==> config.mk <==
export PLATFORM = sky130hd
export DESIGN_NAME = epoch_seconds_to_civil_time_unit_flat
export DESIGN_NICKNAME = d
export VERILOG_FILES = /design/src/hw/rtl/ep2civ_pkg.sv /design/src/hw/rtl/ep2civ_ifs.sv /design/src/hw/rtl/epoch_seconds_to_civil_time_unit.sv /design/src/hw/rtl/ep2civ_cdiv.sv /design/src/flat_wrapper.sv
export SDC_FILE = /design/constraint.sdc
export NUM_CORES = 2
export LEC_CHECK = 0
export BUFFER_PORTS_ARGS = -buffer_cell sky130_fd_sc_hd__buf_2
export CAP_MARGIN = 0
export CELL_PAD_IN_SITES_DETAIL_PLACEMENT = 1
export CELL_PAD_IN_SITES_GLOBAL_PLACEMENT = 1
export CORE_ASPECT_RATIO = 1.25
export CORE_UTILIZATION = 30
export DETAILED_ROUTE_END_ITERATION = 6
export GPL_TIMING_DRIVEN = 0
export PLACE_DENSITY_LB_ADDON = 0.1
export SYNTH_ARGS = -nofsm -noshare
export SYNTH_HDL_FRONTEND = slang
export SYNTH_SLANG_ARGS = --single-unit
==> constraint.sdc <==
create_clock -name clk -period 7.97 [get_ports clk]
set_input_delay 0.797 -clock clk [delete_from_list [all_inputs] [get_ports clk]]
set_output_delay 0.797 -clock clk [all_outputs]
set_load 0.02 [all_outputs]
==> src/hw/rtl/ep2civ_pkg.sv <==
// Shared field widths and field types for the epoch-seconds to civil-time unit.
// No dependencies. Used by the channel interfaces, the top level and the checker.

package ep2civ_pkg;

  // Widths of the result fields.
  localparam int YEAR_W    = 17;
  localparam int MONTH_W   = 4;
  localparam int DAY_W     = 5;
  localparam int HOUR_W    = 5;
  localparam int MINUTE_W  = 6;
  localparam int SECOND_W  = 6;
  localparam int WEEKDAY_W = 3;

  // Field types, one per result field.
  typedef logic signed [YEAR_W-1:0] year_t;
  typedef logic [MONTH_W-1:0]       month_t;
  typedef logic [DAY_W-1:0]         day_t;
  typedef logic [HOUR_W-1:0]        hour_t;
  typedef logic [MINUTE_W-1:0]      minute_t;
  typedef logic [SECOND_W-1:0]      second_t;
  typedef logic [WEEKDAY_W-1:0]     weekday_t;

endpackage

==> src/hw/rtl/ep2civ_ifs.sv <==
// Valid/ready channel interfaces: the timestamp input channel and the civil-time result channel.
// Depends on ep2civ_pkg for the result field types.

interface ep2civ_stamp_if #(
  parameter int SECONDS_WIDTH = 41
);
  logic                            valid;
  logic                            ready;
  logic signed [SECONDS_WIDTH-1:0] epoch_seconds;

  modport source (output valid, output epoch_seconds, input ready);
  modport sink   (input valid, input epoch_seconds, output ready);
endinterface

interface ep2civ_civil_if
  import ep2civ_pkg::*;
();
  logic     valid;
  logic     ready;
  year_t    year;
  month_t   month;
  day_t     day;
  hour_t    hour;
  minute_t  minute;
  second_t  second;
  weekday_t weekday;

  modport source (output valid, output year, output month, output day, output hour,
                  output minute, output second, output weekday, input ready);
  modport sink   (input valid, input year, input month, input day, input hour,
                  input minute, input second, input weekday, output ready);
endinterface

==> src/hw/rtl/epoch_seconds_to_civil_time_unit.sv <==
// Top level: converts signed epoch seconds into Gregorian date, time of day and weekday.
// Depends on ep2civ_pkg, ep2civ_ifs (channel interfaces) and ep2civ_cdiv.
//
//   channel  dir  word                               handshake
//   -------  ---  ---------------------------------  -----------
//   stamp    in   epoch_seconds (SECONDS_WIDTH, s)   valid/ready
//   civil    out  year month day hour minute second  valid/ready
//                 weekday
//
// One word is accepted per cycle unless a held result on civil has filled every
// stage. The two constant dividers (by 675 for days, by 146097 for eras) take
// two stages per digit.
// Synchronous reset empties the pipeline; data registers are not cleared.
// A result held on civil stalls only the stages behind it: empty stages keep
// filling, so stamp stays ready until every stage holds a word.

module epoch_seconds_to_civil_time_unit
  import ep2civ_pkg::*;
#(
  parameter int SECONDS_WIDTH = 41
) (
  input logic                  clk,
  input logic                  rst,
  ep2civ_stamp_if.sink         stamp,
  ep2civ_civil_if.source       civil
);

  localparam int W     = SECONDS_WIDTH;
  localparam int UW    = W - 8;          // magnitude of seconds / 128
  localparam int DAYW  = W - 16;         // signed day number
  localparam int ZW    = DAYW + 4;       // signed day number shifted to 0000-03-01
  localparam int ERAW  = ZW - 1;         // magnitude of the shifted day number

  localparam int SECS_DIV        = 675;    // 86400 / 128
  localparam int DAYS_PER_ERA    = 146097;
  localparam int SHIFT_TO_MARCH0 = 719468;
  localparam int DAY_RW          = $clog2(SECS_DIV);
  localparam int ERA_RW          = $clog2(DAYS_PER_ERA);

  // Reciprocals for the small constant divisions of the date and time-of-day stages.
  localparam int D_1460 = 1460;
  localparam int D_365  = 365;
  localparam int D_153  = 153;
  localparam int D_3600 = 3600;
  localparam int D_60   = 60;
  localparam int K_1460 = 29;
  localparam int K_365  = 27;
  localparam int K_153  = 19;
  localparam int K_3600 = 29;
  localparam int K_60   = 18;
  localparam logic [18:0] RCP_1460 =
    19'(((64'd1 << K_1460) + 64'(D_1460) - 64'd1) / 64'(D_1460));
  localparam logic [18:0] RCP_365 =
    19'(((64'd1 << K_365) + 64'(D_365) - 64'd1) / 64'(D_365));
  localparam logic [11:0] RCP_153 =
    12'(((64'd1 << K_153) + 64'(D_153) - 64'd1) / 64'(D_153));
  localparam logic [17:0] RCP_3600 =
    18'(((64'd1 << K_3600) + 64'(D_3600) - 64'd1) / 64'(D_3600));
  localparam logic [12:0] RCP_60 =
    13'(((64'd1 << K_60) + 64'(D_60) - 64'd1) / 64'(D_60));

  // First day of year, counted from March, for each March-based month.
  function automatic logic [8:0] mp_start(input logic [3:0] mp);
    logic [8:0] s;
    case (mp)
      4'd0:    s = 9'd0;
      4'd1:    s = 9'd31;
      4'd2:    s = 9'd61;
      4'd3:    s = 9'd92;
      4'd4:    s = 9'd122;
      4'd5:    s = 9'd153;
      4'd6:    s = 9'd184;
      4'd7:    s = 9'd214;
      4'd8:    s = 9'd245;
      4'd9:    s = 9'd275;
      4'd10:   s = 9'd306;
      4'd11:   s = 9'd337;
      default: s = 9'd0;
    endcase
    return s;
  endfunction

  // Stage valids and advance enables.
  logic v0, v1, v2, v3, v4, v5, v6, v7;
  logic en0, en1, en2, en3, en4, en5, en6, en7;

  // Divider handshakes and results.
  logic              d1_num_ready, d1_res_valid;
  logic [UW-1:0]     d1_quo;
  logic [DAY_RW-1:0] d1_rem;
  logic [7:0]        d1_tag;
  logic              d2_num_ready, d2_res_valid;
  logic [ERAW-1:0]   d2_quo;
  logic [ERA_RW-1:0] d2_rem;
  logic [17:0]       d2_tag;

  // Stage 0: input register.
  logic [W-1:0]      sec_r;
  logic              neg0;
  logic [UW-1:0]     mag0;

  // Stage 1: day number and second of day.
  logic [DAYW-1:0]   days1, days1_next;
  logic [16:0]       sod1, sod1_next;
  logic [DAY_RW-1:0] rday;
  logic [ZW-1:0]     z1;
  logic [ERAW-1:0]   mag1;

  // Stage 2: low bits of the era and day of era.
  logic [YEAR_W-1:0] era2, era2_next;
  logic [17:0]       doe2, doe2_next;
  logic [16:0]       sod2;

  // Stage 3 to stage 6 working values.
  logic [17:0]       a3, doe3, doe4;
  logic [YEAR_W-1:0] eray3, eray4, eray5, eray6;
  logic [2:0]        wd3, wd4, wd5, wd6;
  logic [4:0]        hour3, hour4, hour5, hour6;
  logic [16:0]       sod3;
  logic [8:0]        yoe4, yoe5, yoe6;
  logic [11:0]       remh4, remh5;
  logic [8:0]        doy5, doy6;
  logic [5:0]        min5, min6, sec6;
  logic [3:0]        mp6;

  // Combinational values between stages.
  logic [36:0]       p1460;
  logic [6:0]        d1460;
  logic [2:0]        c36524;
  logic [17:0]       a3_next;
  logic [17:0]       w7;
  logic [5:0]        fold_s;
  logic [3:0]        fold_s2;
  logic [2:0]        wd3_next;
  logic [34:0]       p3600;
  logic [36:0]       p365;
  logic [16:0]       remh_full;
  logic [1:0]        c100;
  logic [17:0]       yr_days;
  logic [17:0]       doy_full;
  logic [24:0]       p60;
  logic [10:0]       v153;
  logic [22:0]       p153;
  logic [5:0]        sec_full;
  logic [8:0]        day_full;
  logic [3:0]        month_next;

  // Output register.
  year_t    year_r;
  month_t   month_r;
  day_t     day_r;
  hour_t    hour_r;
  minute_t  minute_r;
  second_t  second_r;
  weekday_t weekday_r;

  // Advance chain, from the output back to the input.
  assign en7          = !v7 || civil.ready;
  assign en6          = !v6 || en7;
  assign en5          = !v5 || en6;
  assign en4          = !v4 || en5;
  assign en3          = !v3 || en4;
  assign en2          = !v2 || en3;
  assign en1          = !v1 || d2_num_ready;
  assign en0          = !v0 || d1_num_ready;
  assign stamp.ready  = en0;

  always_ff @(posedge clk) begin
    if (rst) begin
      v0 <= 1'b0;
      v1 <= 1'b0;
      v2 <= 1'b0;
      v3 <= 1'b0;
      v4 <= 1'b0;
      v5 <= 1'b0;
      v6 <= 1'b0;
      v7 <= 1'b0;
    end else begin
      if (en0) v0 <= stamp.valid;
      if (en1) v1 <= d1_res_valid;
      if (en2) v2 <= d2_res_valid;
      if (en3) v3 <= v2;
      if (en4) v4 <= v3;
      if (en5) v5 <= v4;
      if (en6) v6 <= v5;
      if (en7) v7 <= v6;
    end
  end

  // Stage 0: split seconds into a multiple of 128 and a low part. A negative
  // quotient is divided as its one's complement, which turns floor division
  // into plain unsigned division.
  always_ff @(posedge clk) begin
    if (en0) begin
      sec_r <= stamp.epoch_seconds;
    end
  end

  assign neg0 = sec_r[W-1];
  assign mag0 = neg0 ? ~sec_r[W-2:7] : sec_r[W-2:7];

  ep2civ_cdiv #(
    .DW      (UW),
    .DIVISOR (SECS_DIV),
    .DIGW    (16),
    .SW      (8)
  ) u_day_div (
    .clk       (clk),
    .rst       (rst),
    .num_valid (v0),
    .num_ready (d1_num_ready),
    .num       (mag0),
    .num_tag   ({neg0, sec_r[6:0]}),
    .res_valid (d1_res_valid),
    .res_ready (en1),
    .quo       (d1_quo),
    .rem       (d1_rem),
    .res_tag   (d1_tag)
  );

  // Stage 1: undo the complement to get the floored day and second of day.
  assign rday       = d1_tag[7] ? DAY_RW'(SECS_DIV - 1) - d1_rem : d1_rem;
  assign days1_next = d1_tag[7] ? ~d1_quo[DAYW-1:0] : d1_quo[DAYW-1:0];
  assign sod1_next  = {rday, d1_tag[6:0]};

  always_ff @(posedge clk) begin
    if (en1) begin
      days1 <= days1_next;
      sod1  <= sod1_next;
    end
  end

  // Shift the day number to start on 0000-03-01, then floor-divide into eras.
  assign z1   = {{(ZW-DAYW){days1[DAYW-1]}}, days1} + ZW'(SHIFT_TO_MARCH0);
  assign mag1 = z1[ZW-1] ? ~z1[ZW-2:0] : z1[ZW-2:0];

  ep2civ_cdiv #(
    .DW      (ERAW),
    .DIVISOR (DAYS_PER_ERA),
    .DIGW    (14),
    .SW      (18)
  ) u_era_div (
    .clk       (clk),
    .rst       (rst),
    .num_valid (v1),
    .num_ready (d2_num_ready),
    .num       (mag1),
    .num_tag   ({z1[ZW-1], sod1}),
    .res_valid (d2_res_valid),
    .res_ready (en2),
    .quo       (d2_quo),
    .rem       (d2_rem),
    .res_tag   (d2_tag)
  );

  // Stage 2: era (only the bits that reach the year) and day of era.
  assign era2_next = d2_tag[17] ? ~d2_quo[YEAR_W-1:0] : d2_quo[YEAR_W-1:0];
  assign doe2_next = d2_tag[17] ? ERA_RW'(DAYS_PER_ERA - 1) - d2_rem : d2_rem;

  always_ff @(posedge clk) begin
    if (en2) begin
      era2 <= era2_next;
      doe2 <= doe2_next;
      sod2 <= d2_tag[16:0];
    end
  end

  // Stage 3: leap-day corrections of the day of era, era times 400, the
  // weekday by folding octal digits (8 is 1 mod 7), and the hour.
  assign p1460   = 37'(doe2) * 37'(RCP_1460);
  assign d1460   = p1460[K_1460 +: 7];
  assign c36524  = 3'(doe2 >= 18'd36524) + 3'(doe2 >= 18'd73048)
                 + 3'(doe2 >= 18'd109572) + 3'(doe2 >= 18'd146096);
  assign a3_next = doe2 - 18'(d1460) + 18'(c36524) - 18'(doe2 == 18'd146096);

  assign w7       = doe2 + 18'd3;
  assign fold_s   = 6'(w7[2:0]) + 6'(w7[5:3]) + 6'(w7[8:6])
                  + 6'(w7[11:9]) + 6'(w7[14:12]) + 6'(w7[17:15]);
  assign fold_s2  = 4'(fold_s[5:3]) + 4'(fold_s[2:0]);
  assign wd3_next = (fold_s2 >= 4'd7) ? 3'(fold_s2 - 4'd7) : fold_s2[2:0];

  assign p3600 = 35'(sod2) * 35'(RCP_3600);

  always_ff @(posedge clk) begin
    if (en3) begin
      a3    <= a3_next;
      doe3  <= doe2;
      eray3 <= (era2 << 8) + (era2 << 7) + (era2 << 4);
      wd3   <= wd3_next;
      hour3 <= p3600[K_3600 +: 5];
      sod3  <= sod2;
    end
  end

  // Stage 4: year of era, and seconds left within the hour.
  assign p365      = 37'(a3) * 37'(RCP_365);
  assign remh_full = sod3 - 17'(hour3) * 17'(D_3600);

  always_ff @(posedge clk) begin
    if (en4) begin
      yoe4  <= p365[K_365 +: 9];
      doe4  <= doe3;
      eray4 <= eray3;
      wd4   <= wd3;
      hour4 <= hour3;
      remh4 <= remh_full[11:0];
    end
  end

  // Stage 5: day of the March-based year, and the minute.
  assign c100     = 2'(yoe4 >= 9'd100) + 2'(yoe4 >= 9'd200) + 2'(yoe4 >= 9'd300);
  assign yr_days  = 18'(yoe4) * 18'(D_365) + 18'(yoe4 >> 2) - 18'(c100);
  assign doy_full = doe4 - yr_days;
  assign p60      = 25'(remh4) * 25'(RCP_60);

  always_ff @(posedge clk) begin
    if (en5) begin
      doy5  <= doy_full[8:0];
      yoe5  <= yoe4;
      eray5 <= eray4;
      wd5   <= wd4;
      hour5 <= hour4;
      remh5 <= remh4;
      min5  <= p60[K_60 +: 6];
    end
  end

  // Stage 6: March-based month, and the second.
  assign v153     = 11'(doy5) * 11'd5 + 11'd2;
  assign p153     = 23'(v153) * 23'(RCP_153);
  assign sec_full = 6'(remh5 - 12'(min5) * 12'(D_60));

  always_ff @(posedge clk) begin
    if (en6) begin
      mp6   <= p153[K_153 +: 4];
      doy6  <= doy5;
      yoe6  <= yoe5;
      eray6 <= eray5;
      wd6   <= wd5;
      hour6 <= hour5;
      min6  <= min5;
      sec6  <= sec_full;
    end
  end

  // Stage 7: day of month, calendar month, and the year, which moves up by
  // one for January and February.
  assign day_full   = doy6 - mp_start(mp6) + 9'd1;
  assign month_next = (mp6 < 4'd10) ? mp6 + 4'd3 : mp6 - 4'd9;

  always_ff @(posedge clk) begin
    if (en7) begin
      year_r    <= year_t'(YEAR_W'(yoe6) + eray6 + YEAR_W'(month_next <= 4'd2));
      month_r   <= month_next;
      day_r     <= day_full[DAY_W-1:0];
      hour_r    <= hour6;
      minute_r  <= min6;
      second_r  <= sec6;
      weekday_r <= wd6;
    end
  end

  assign civil.valid   = v7;
  assign civil.year    = year_r;
  assign civil.month   = month_r;
  assign civil.day     = day_r;
  assign civil.hour    = hour_r;
  assign civil.minute  = minute_r;
  assign civil.second  = second_r;
  assign civil.weekday = weekday_r;

endmodule

==> src/hw/rtl/ep2civ_cdiv.sv <==
// Pipelined divider of an unsigned number by a constant, one digit per stage pair.
// No dependencies. Used twice by the top level (seconds to days, days to 400-year eras).

module ep2civ_cdiv #(
  parameter int DW      = 33,
  parameter int DIVISOR = 675,
  parameter int DIGW    = 16,
  parameter int SW      = 8,
  localparam int RW     = $clog2(DIVISOR)
) (
  input  logic          clk,
  input  logic          rst,
  input  logic          num_valid,
  output logic          num_ready,
  input  logic [DW-1:0] num,
  input  logic [SW-1:0] num_tag,
  output logic          res_valid,
  input  logic          res_ready,
  output logic [DW-1:0] quo,
  output logic [RW-1:0] rem,
  output logic [SW-1:0] res_tag
);

  localparam int ND  = (DW + DIGW - 1) / DIGW;
  localparam int PW  = ND * DIGW;
  localparam int TW  = RW + DIGW;
  localparam int K   = TW + RW;
  localparam int PRW = 2 * TW + 1;
  localparam int NS  = 2 * ND;
  // Rounded-up reciprocal; exact for every partial dividend below 2**TW.
  localparam logic [63:0] MULT_FULL =
    ((64'd1 << K) + 64'(DIVISOR) - 64'd1) / 64'(DIVISOR);
  localparam logic [TW:0]   MULT  = MULT_FULL[TW:0];
  localparam logic [TW-1:0] DIV_T = TW'(DIVISOR);

  logic [NS-1:0]  vld;
  logic [NS:0]    en;

  // Stage A of each digit: partial remainder and the digit to divide.
  logic [PW-1:0]  a_num  [ND];
  logic [PW-1:0]  a_quo  [ND];
  logic [RW-1:0]  a_rem  [ND];
  logic [SW-1:0]  a_tag  [ND];
  // Stage B of each digit: quotient digit found, remainder still to form.
  logic [PW-1:0]  b_num  [ND];
  logic [PW-1:0]  b_quo  [ND];
  logic [TW-1:0]  b_t    [ND];
  logic [SW-1:0]  b_tag  [ND];
  logic [RW-1:0]  b_rem  [ND];

  // Each stage advances when it is empty or the stage after it advances.
  always_comb begin
    en[NS] = res_ready;
    for (int i = NS - 1; i >= 0; i--) begin
      en[i] = !vld[i] || en[i+1];
    end
  end

  always_ff @(posedge clk) begin
    if (rst) begin
      vld <= '0;
    end else begin
      if (en[0]) begin
        vld[0] <= num_valid;
      end
      for (int i = 1; i < NS; i++) begin
        if (en[i]) begin
          vld[i] <= vld[i-1];
        end
      end
    end
  end

  for (genvar j = 0; j < ND; j++) begin : g_dig
    localparam int MSB = PW - 1 - j * DIGW;

    logic [TW-1:0]   t;
    logic [PRW-1:0]  prod;
    logic [DIGW-1:0] qd;
    logic [PW-1:0]   quo_ins;

    // Quotient digit by reciprocal multiplication of the partial dividend.
    assign t    = {a_rem[j], a_num[j][MSB -: DIGW]};
    assign prod = PRW'(t) * PRW'(MULT);
    assign qd   = prod[K +: DIGW];

    always_comb begin
      quo_ins              = a_quo[j];
      quo_ins[MSB -: DIGW] = qd;
    end

    always_ff @(posedge clk) begin
      if (en[2*j+1]) begin
        b_num[j] <= a_num[j];
        b_quo[j] <= quo_ins;
        b_t[j]   <= t;
        b_tag[j] <= a_tag[j];
      end
    end

    // Remainder left over for the next digit.
    assign b_rem[j] = RW'(b_t[j] - TW'(b_quo[j][MSB -: DIGW]) * DIV_T);

    if (j == 0) begin : g_first
      always_ff @(posedge clk) begin
        if (en[0]) begin
          a_num[0] <= PW'(num);
          a_quo[0] <= '0;
          a_rem[0] <= '0;
          a_tag[0] <= num_tag;
        end
      end
    end else begin : g_next
      always_ff @(posedge clk) begin
        if (en[2*j]) begin
          a_num[j] <= b_num[j-1];
          a_quo[j] <= b_quo[j-1];
          a_rem[j] <= b_rem[j-1];
          a_tag[j] <= b_tag[j-1];
        end
      end
    end
  end

  assign num_ready = en[0];
  assign res_valid = vld[NS-1];
  assign quo       = b_quo[ND-1][DW-1:0];
  assign rem       = b_rem[ND-1];
  assign res_tag   = b_tag[ND-1];

endmodule

==> src/flat_wrapper.sv <==
// flat-port wrapper written by rule: the top's interface ports become plain ports
module epoch_seconds_to_civil_time_unit_flat import ep2civ_pkg::*;
#(
  parameter int SECONDS_WIDTH = 41
)
  (clk, rst, stamp_valid, stamp_epoch_seconds, stamp_ready, civil_valid, civil_year, civil_month, civil_day, civil_hour, civil_minute, civil_second, civil_weekday, civil_ready);
  ep2civ_stamp_if #(.SECONDS_WIDTH(SECONDS_WIDTH)) stamp_i ();
  ep2civ_civil_if civil_i ();
  input logic clk;
  input logic rst;
  input wire logic [$bits(stamp_i.valid)-1:0] stamp_valid;
  input wire logic [$bits(stamp_i.epoch_seconds)-1:0] stamp_epoch_seconds;
  output wire logic [$bits(stamp_i.ready)-1:0] stamp_ready;
  output wire logic [$bits(civil_i.valid)-1:0] civil_valid;
  output wire logic [$bits(civil_i.year)-1:0] civil_year;
  output wire logic [$bits(civil_i.month)-1:0] civil_month;
  output wire logic [$bits(civil_i.day)-1:0] civil_day;
  output wire logic [$bits(civil_i.hour)-1:0] civil_hour;
  output wire logic [$bits(civil_i.minute)-1:0] civil_minute;
  output wire logic [$bits(civil_i.second)-1:0] civil_second;
  output wire logic [$bits(civil_i.weekday)-1:0] civil_weekday;
  input wire logic [$bits(civil_i.ready)-1:0] civil_ready;
  assign stamp_i.valid = stamp_valid;
  assign stamp_i.epoch_seconds = stamp_epoch_seconds;
  assign stamp_ready = stamp_i.ready;
  assign civil_valid = civil_i.valid;
  assign civil_year = civil_i.year;
  assign civil_month = civil_i.month;
  assign civil_day = civil_i.day;
  assign civil_hour = civil_i.hour;
  assign civil_minute = civil_i.minute;
  assign civil_second = civil_i.second;
  assign civil_weekday = civil_i.weekday;
  assign civil_i.ready = civil_ready;
  epoch_seconds_to_civil_time_unit #(.SECONDS_WIDTH(SECONDS_WIDTH)) u_core (.clk(clk), .rst(rst), .stamp(stamp_i), .civil(civil_i));
endmodule
## After elaboration in Yosys (flattened, before gate mapping)

Memories as Yosys holds them, arrays and structs flattened. A register that Yosys moved wholly into a read port is not among the register bits.
Cells that the tools add are included.
Widths: inputs -> output; s select.

| storage, ports and cells | value |
|---|---|
| flip-flop bits (word level) | 424 |
| input bits | 45 |
| memory bits (read-only) | 144 |
| bits in writable memories | 1128 |
| word-level logic and storage cells | 212 |
| memories | 17 |
| output and inout bits | 48 |

| operators by class | value |
|---|---|
| multipliers | 19 |
| bitwise gates (word level) | 4 |
| reductions and logical operators | 36 |
| equality and inequality tests | 1 |
| mux-type cells | 29 |
| magnitude comparators | 10 |
| $add $sub $neg | 38 |

Memory list:

| memory | depth | width | rd ports | clocked after Yosys merged registers in | wr ports | line | text |
|---|---|---|---|---|---|---|---|
| (no name shown) | 16 | 9 | 1 | 1 | 0 | epoch_seconds_to_civil_time_unit.sv:65 | `case (mp)` |
| u_core.u_day_div.a_num | 3 | 48 | 3 | 0 | 3 | ep2civ_cdiv.sv:40 | `logic [PW-1:0] a_num [ND];` |
| u_core.u_day_div.a_quo | 3 | 48 | 3 | 0 | 3 | ep2civ_cdiv.sv:41 | `logic [PW-1:0] a_quo [ND];` |
| u_core.u_day_div.b_num | 3 | 48 | 2 | 0 | 3 | ep2civ_cdiv.sv:45 | `logic [PW-1:0] b_num [ND];` |
| u_core.u_day_div.b_quo | 3 | 48 | 3 | 0 | 3 | ep2civ_cdiv.sv:46 | `logic [PW-1:0] b_quo [ND];` |
| u_core.u_day_div.b_t | 3 | 26 | 3 | 0 | 3 | ep2civ_cdiv.sv:47 | `logic [TW-1:0] b_t [ND];` |
| 11 more memories | - | - | - | - | - | - |  |

Operators by type and width:

| cell | count |
|---|---|
| $mul 26x27->52 const B | 3 |
| $mul 32x33->64 const B | 2 |
| $mul 18x16->33 const B | 2 |
| $mul 16x10->10 const B | 3 |
| $ge 18x17->1 const B | 2 |
| $mul 14x18->18 const B | 2 |
| $sub 18x18->18 | 2 |
| $add 17x17->17 | 2 |
| $mul 17x18->34 const B | 1 |
| $mux 33 | 1 |
| $not 33->33 | 1 |
| $sub 10x10->10 | 3 |
| $mux 28 | 1 |
| $not 28->28 | 1 |
| $add 25x21->26 const B | 1 |
| $mux 25 | 1 |
| $not 25->25 | 1 |
| $add 6x3->6 | 4 |
| $mul 11x12->23 const B | 1 |
| $mul 12x12->23 const B | 1 |
| $mux 1 | 20 |
| $add 18x2->18 const B | 1 |
| $add 18x3->18 | 1 |
| $eq 18x18->1 const B | 1 |
| other kinds (41) | 79 |

## Logic depth before layout (Yosys ltp)

| logic depth | value |
|---|---|
| word-level depth | 20 |
| mapped depth | 35 |
| gate-level depth less buffers | 35 |

## By module

Synthesis repeated with hierarchy kept, for this count alone.

| unflattened totals | value |
|---|---|
| cell total of the unflattened synthesis | 7650 |
| area, all modules | 90979.8 um^2 |

Modules (own cells, without submodules):

| module | area each (um^2) | cells an instance | sequential area each (um^2) | times used |
|---|---|---|---|---|
| epoch_seconds_to_civil_time_unit | 37100.6 | 3034 | 11971.5 | 1 |
| ep2civ_cdiv (u_core.u_era_div) | 27309.9 | 2384 | 5845.6 | 1 |
| ep2civ_cdiv (u_core.u_day_div) | 26569.2 | 2232 | 7777.5 | 1 |

## Least setup slack after synthesis

No wires, ideal clock.

| path | value |
|---|---|
| kind | reg2reg |
| start | register u_core.doe2[5] |
| end | register u_core.a3[16] (data pin) |
| required time | 7712 ps |
| library setup time | 258 ps |
| slack | -345 ps |
| cell stages (with the launch flop) | 34 |
| arrival | 8058 ps |
| path through | edfxtp_1 > inv_1 > fa_1 > inv_1 > ha_1 > fa_1 > inv_1 > fa_1 > inv_1 > fa_1 > inv_1 > fa_1 > inv_1 > ha_1 > or4_1 > a211oi_1 > a211o_1 > a211oi_1 > nor2_1 > xnor2_1 > fa_1 > inv_1 > fa_1 > ha_1 > fa_1 > a21o_1 > a21o_1 > a21oi_1 > o21ai_0 > a311oi_1 > o41ai_1 > a21oi_1 > o21bai_1 > xnor2_1 |

| between the ends | value |
|---|---|
| cells in the longest elaborated chain, start to end | 6 |
| elaborated cells between the ends (all ways) | 12 |
| classes of those cells | add/sub: 6; mul: 1; order compare: 4; eq/ne: 1 |

Ends and longest elaborated chain:

| element | line | text |
|---|---|---|
| start: declaration | epoch_seconds_to_civil_time_unit.sv:111 | `logic [17:0] doe2, doe2_next;` |
| start signal: assignment | epoch_seconds_to_civil_time_unit.sv:263 | `doe2 <= doe2_next;` |
| parallel branches: the longest is 5 deep, another holds $mul 18x16->33 | - |  |
| $sub 18x1->18 (*) | epoch_seconds_to_civil_time_unit.sv:274 | `assign a3_next = doe2 - 18'(d1460) + 18'(c36524) - 18'(doe2 == 18'd146096);` |
| via u_core.a3_next[16] | epoch_seconds_to_civil_time_unit.sv:130 | `logic [17:0] a3_next;` |
| end signal: assignment | epoch_seconds_to_civil_time_unit.sv:286 | `a3 <= a3_next;` |
| end: declaration | epoch_seconds_to_civil_time_unit.sv:115 | `logic [17:0] a3, doe3, doe4;` |

Mark *: on every way through the listed nets, which the timed path passes.
A chain may end at the register's enable or synchronous reset.

## Final worst setup path

| path | value |
|---|---|
| start | register u_core.doe2[3] |
| end | register u_core.a3[16] (data pin) |

The elaborated chain is that of the path after synthesis.

==> out/results.md <==
| Step | Parameter | This run |
|:---|:---|:---|
| layout | P&R area growth vs syn | 13.4% |
| cts | Buffer depth of the longest clock path | 3 |
| setup path | Worst path max stage delay | 0.54 ns |
| floorplan | Initial standard-cell utilization of the core | 30.2% |
| grt | First-pass GRT wire length | 369000 µm |
| setup path | Most frequent cell on the critical path | sky130_fd_sc_hd__fa_1 |
| status | Failing checks | DRC, setup timing |
| setup path | Required time worst endpoint | 8.41 ns |
| routing | Wl on met1 | 97700 µm |
| cts | Cell at the root of the clock tree | sky130_fd_sc_hd__clkbuf_16 |
| synthesis | Total of flip-flops plus latches after synthesis | 854 |
| floorplan | Die X-Extent | 491 µm |
| status | Result of the run | finished with violations |
| synthesis | Ranking of synthesized cells by area | sky130_fd_sc_hd__edfxtp_1 (28%), sky130_fd_sc_hd__fa_1 (26%), sky130_fd_sc_hd__ha_1 (25%) |
| synthesis | Net count of the mapped netlist | 10500 |
| setup path | CP Max Fanout | 8 |
| floorplan | Ports | 93 |
| synthesis | Post-synthesis cell count | 7420 |
| setup path | Cell depth of the worst flop-to-flop path | 31 |
| synthesis | Cell area after synthesis | 89800 µm² |
| routing | DR DRC count | 33 |
| cts | Clock latency at the later pin of the worst-skew pair | 0.73 ns |
| hold path | Beginning of the worst hold path | stamp_epoch_seconds[2] |
| routing | Routed met2 length | 130000 µm |
| floorplan | Die Y-Extent | 614 µm |
| flow run | Total of max-cap violations | 0 |
| setup path | Launching point of the worst reg2reg path | u_core.doe2[3] |
| place | Number of buffer cells added on primary ports | 91 |
| cts | H-tree levels | 3 |
| cts | Number of buffers created by CTS | 99 |
| hold path | Min-Delay Path Depth | 1 |
| setup path | Critical path class | reg2reg |
| routing | Iter 0 DRT Violations | 1438 |
| routing | Top layer used by detailed routing | met4 |
| synthesis | Syn_area_per_cell | 12.1 µm² |
| floorplan | DIE AREA | 301000 µm² |
| timing | Min cycle time layout | 8.53 ns |
| routing | Final WL | 238000 µm |
| setup path | Endpoint of the worst-slack reg-to-reg timing path | u_core.a3[16] |
| place | Final HPWL DP | 201000 µm |
| routing | Routed wirelength normalized by instance count | 20.1 µm |
| grt | Total track usage | 16.3% |
| routing | Vias per Instance | 4.43 |
| synthesis | Fraction of registers with async set/reset | 0% |
| synthesis | Count of cell types in the netlist | 104 |
| setup path | Type of origin of the critical path | register |
| cts | Number of hold buffers added after cts | 0 |
| setup path | Setup slack of the most critical reg-to-reg path | -0.56 ns |
| place | Routability Congestion | 0.854 |
| grt | GRT Residual Overflow | 0 |
| timing | Final Hold Vio Count | 0 |
| routing | Vias after detailed routing | 52500 |
| routing | Antenna-violating nets left | 0 |
| hold path | Hold EP | u_core.sec_r[2] |
| cts | TritonCTS Sinks | 854 |
| routing | Routed length on met3 | 4430 µm |
| timing | Post-route clock period utilization | 107% |
| cts | Reg clk slew, reported paths | 0.07 ns |
| timing | Slew of the pin with the lowest slew margin | 1.27 ns |
| timing | Max Clock Freq | 117 MHz |
| grt | Largest net degree at the start of global routing | 61 |
| grt | Via count of the first global-routing pass | 61000 |
| floorplan | Standard-cell row count | 224 |
| timing | RSZ-0062 raised after global routing | yes |
| layout | Share of layout cells above drive strength 1 | 8.53% |
| setup path | CP Capture Type | register |
| setup path | Cell type of the slowest stage on the worst timing path | sky130_fd_sc_hd__fa_1 |
| setup path | Data arrival time of the worst path | 8.97 ns |
| routing | First-pass DRT Iterations | 7 |
| timing | Final number of setup-violating endpoints | 12 |
| hold path | Tightest Hold Check Type | in2reg |
| synthesis | Count of flip-flops with a built-in enable after synthesis | 831 |
| timing | Max-slew violation total from the final report | 0 |
| synthesis | Synthesis Warnings | 0 |
| timing | Tightest slew margin relative to the limit | 15.1% |
| floorplan | Floorplan core area | 298000 µm² |
| synthesis | Post-synth top area share | 27.8% |
| timing | Minimum setup slack in the final design | -0.563 ns |
| layout | Nets@finish | 10800 |
| cts | CTS tree | done |
| grt | Antenna violations before repair | 11 |
| synthesis | Library cell with the largest summed area after synthesis | sky130_fd_sc_hd__edfxtp_1 |
| synthesis | Post-synth top flop | sky130_fd_sc_hd__edfxtp_1 |
| timing | Max Clock Skew | 0.0549 ns |
| timing | Final setup TNS | -3.03 ns |
| synthesis | Sequential fraction of the synthesis area | 28.3% |
==> logic make-up (layout without fill, tap and decap cells) <==
logic type,count (synthesis),in the layout,synth area share [%]
other,1,2,0.00418
muxes,13,13,0.151
xor gates and xnor gates,393,393,3.88
buffers and inverters,1957,2427,8.21
adders and majority gates,2985,2985,51.5
AOI/OAI and AO/OA,622,622,4.63
DFF,854,854,28.3
and+or+nand+nor,595,595,3.31
==> cell usage after synthesis, types with 29 or more instances <==
| master | instances |
|---|---|
| sky130_fd_sc_hd__nor2_1 | 143 |
| sky130_fd_sc_hd__fa_1 | 1183 |
| sky130_fd_sc_hd__xor2_1 | 158 |
| sky130_fd_sc_hd__ha_1 | 1802 |
| sky130_fd_sc_hd__nand3_1 | 51 |
| sky130_fd_sc_hd__o21ai_0 | 106 |
| sky130_fd_sc_hd__edfxtp_1 | 831 |
| sky130_fd_sc_hd__a21o_1 | 91 |
| sky130_fd_sc_hd__inv_1 | 1930 |
| sky130_fd_sc_hd__nor3_1 | 46 |
| sky130_fd_sc_hd__a21oi_1 | 188 |
| sky130_fd_sc_hd__nand4_1 | 32 |
| sky130_fd_sc_hd__nand2_1 | 147 |
| sky130_fd_sc_hd__xnor2_1 | 232 |
| sky130_fd_sc_hd__nor2b_1 | 29 |
| sky130_fd_sc_hd__o21a_1 | 32 |
==> through the flow <==
| stage | worst slack (ns) | instance area (µm²) | utilization, % | hold WS, ns | cells |
|---|---|---|---|---|---|
| after global routing | -0.865 | 102000 | 34.2 | 0.154 | 11800 |
| after detailed placement | -2.00 | 95600 | 32.1 | 0.405 | 11500 |
| final | -0.563 | 102000 | 34.2 | 0.224 | 11800 |
| after CTS | -0.723 | 101000 | 34.0 | 0.136 | 11800 |
| after floorplan | 0.00838 | 89800 | - | 0.400 | 7420 |
| after global placement | -2.32 | 95200 | 32.0 | 0.400 | 11500 |
==> cell type report <==
cell class              instances  area (µm²)
diodes                          1        2.50
plain buffers                  25         115
clock buffers                 121        2600
clock inverters                62         888
fillers                     32200      196000
inverters                    1932        7290
multi-input cells            4609       57900
flip-flops and latches        854       25400
well taps                    3955        4950
repair buffers                287        2530
==> worst max-delay path by stage <==
stage,from,end,cells past startpoint
3_3_place_gp,civil_ready,stamp_ready,13
3_5_place_dp,u_core.doe2[5],u_core.a3[17],32
4_1_cts,u_core.doe2[5],u_core.a3[16],33
5_1_grt,u_core.doe2[5],u_core.a3[16],35
6_report,u_core.doe2[3],u_core.a3[16],31
2_1_floorplan,u_core.doe2[7],u_core.a3[16],31
==> flip-flops by register name (all words and copies together) (netlist names), 26 cells and up, named ones only <==
| signal | flops |
|---|---|
| u_core.u_era_div.b_tag | 36 |
| u_core.u_era_div.a_tag | 36 |
| u_core.u_era_div.b_num | 26 |
| u_core.u_era_div.a_num | 40 |
| u_core.sec_r | 41 |
| u_core.u_day_div.a_num | 81 |
| u_core.u_day_div.b_quo | 35 |
| u_core.u_day_div.b_num | 48 |
==> what timing repair did <==
action	in CTS	in global routing
setup endpoints to repair	39	30
resized for setup	108	91
pin swaps	62	72
buffers inserted	145	35
==> placed cells by master (no fill, tap or decap), types with 28 or more instances in the layout <==
cell type / n
sky130_fd_sc_hd__inv_1: 1902
sky130_fd_sc_hd__ha_1: 1757
sky130_fd_sc_hd__fa_1: 1164
sky130_fd_sc_hd__edfxtp_1: 831
sky130_fd_sc_hd__xnor2_1: 227
sky130_fd_sc_hd__a21oi_1: 174
sky130_fd_sc_hd__xor2_1: 157
sky130_fd_sc_hd__buf_4: 145
sky130_fd_sc_hd__nand2_1: 141
sky130_fd_sc_hd__nor2_1: 139
sky130_fd_sc_hd__clkbuf_16: 99
sky130_fd_sc_hd__o21ai_0: 97
sky130_fd_sc_hd__buf_2: 93
sky130_fd_sc_hd__a21o_1: 91
sky130_fd_sc_hd__nand3_1: 46
sky130_fd_sc_hd__nor3_1: 41
sky130_fd_sc_hd__buf_12: 39
sky130_fd_sc_hd__clkbuf_1: 33
sky130_fd_sc_hd__nand4_1: 32
sky130_fd_sc_hd__o21a_1: 32
sky130_fd_sc_hd__nor2b_1: 28
sky130_fd_sc_hd__and3_1: 28
==> critical path: cells and delay by family (launching register included) <==
family                     cells  cell delay (ns)
DFF                            1             0.43
and+or+nand+nor                2             0.31
buffers and inverters          5             0.51
AOI/OAI and AO/OA             11             2.14
xor gates and xnor gates       2             0.35
adders and majority gates     11             4.51
==> metal layers <==
metal	vias up	track usage (%)
met5	-	0
met4	0	3.91
met3	224	1.39
met2	401	31.6
met1	26900	19.0
li1	24900	-
Power is left out: the tool's default activity adds up to more than one toggle a clock period on the data nets, which glitch-free logic cannot reach.
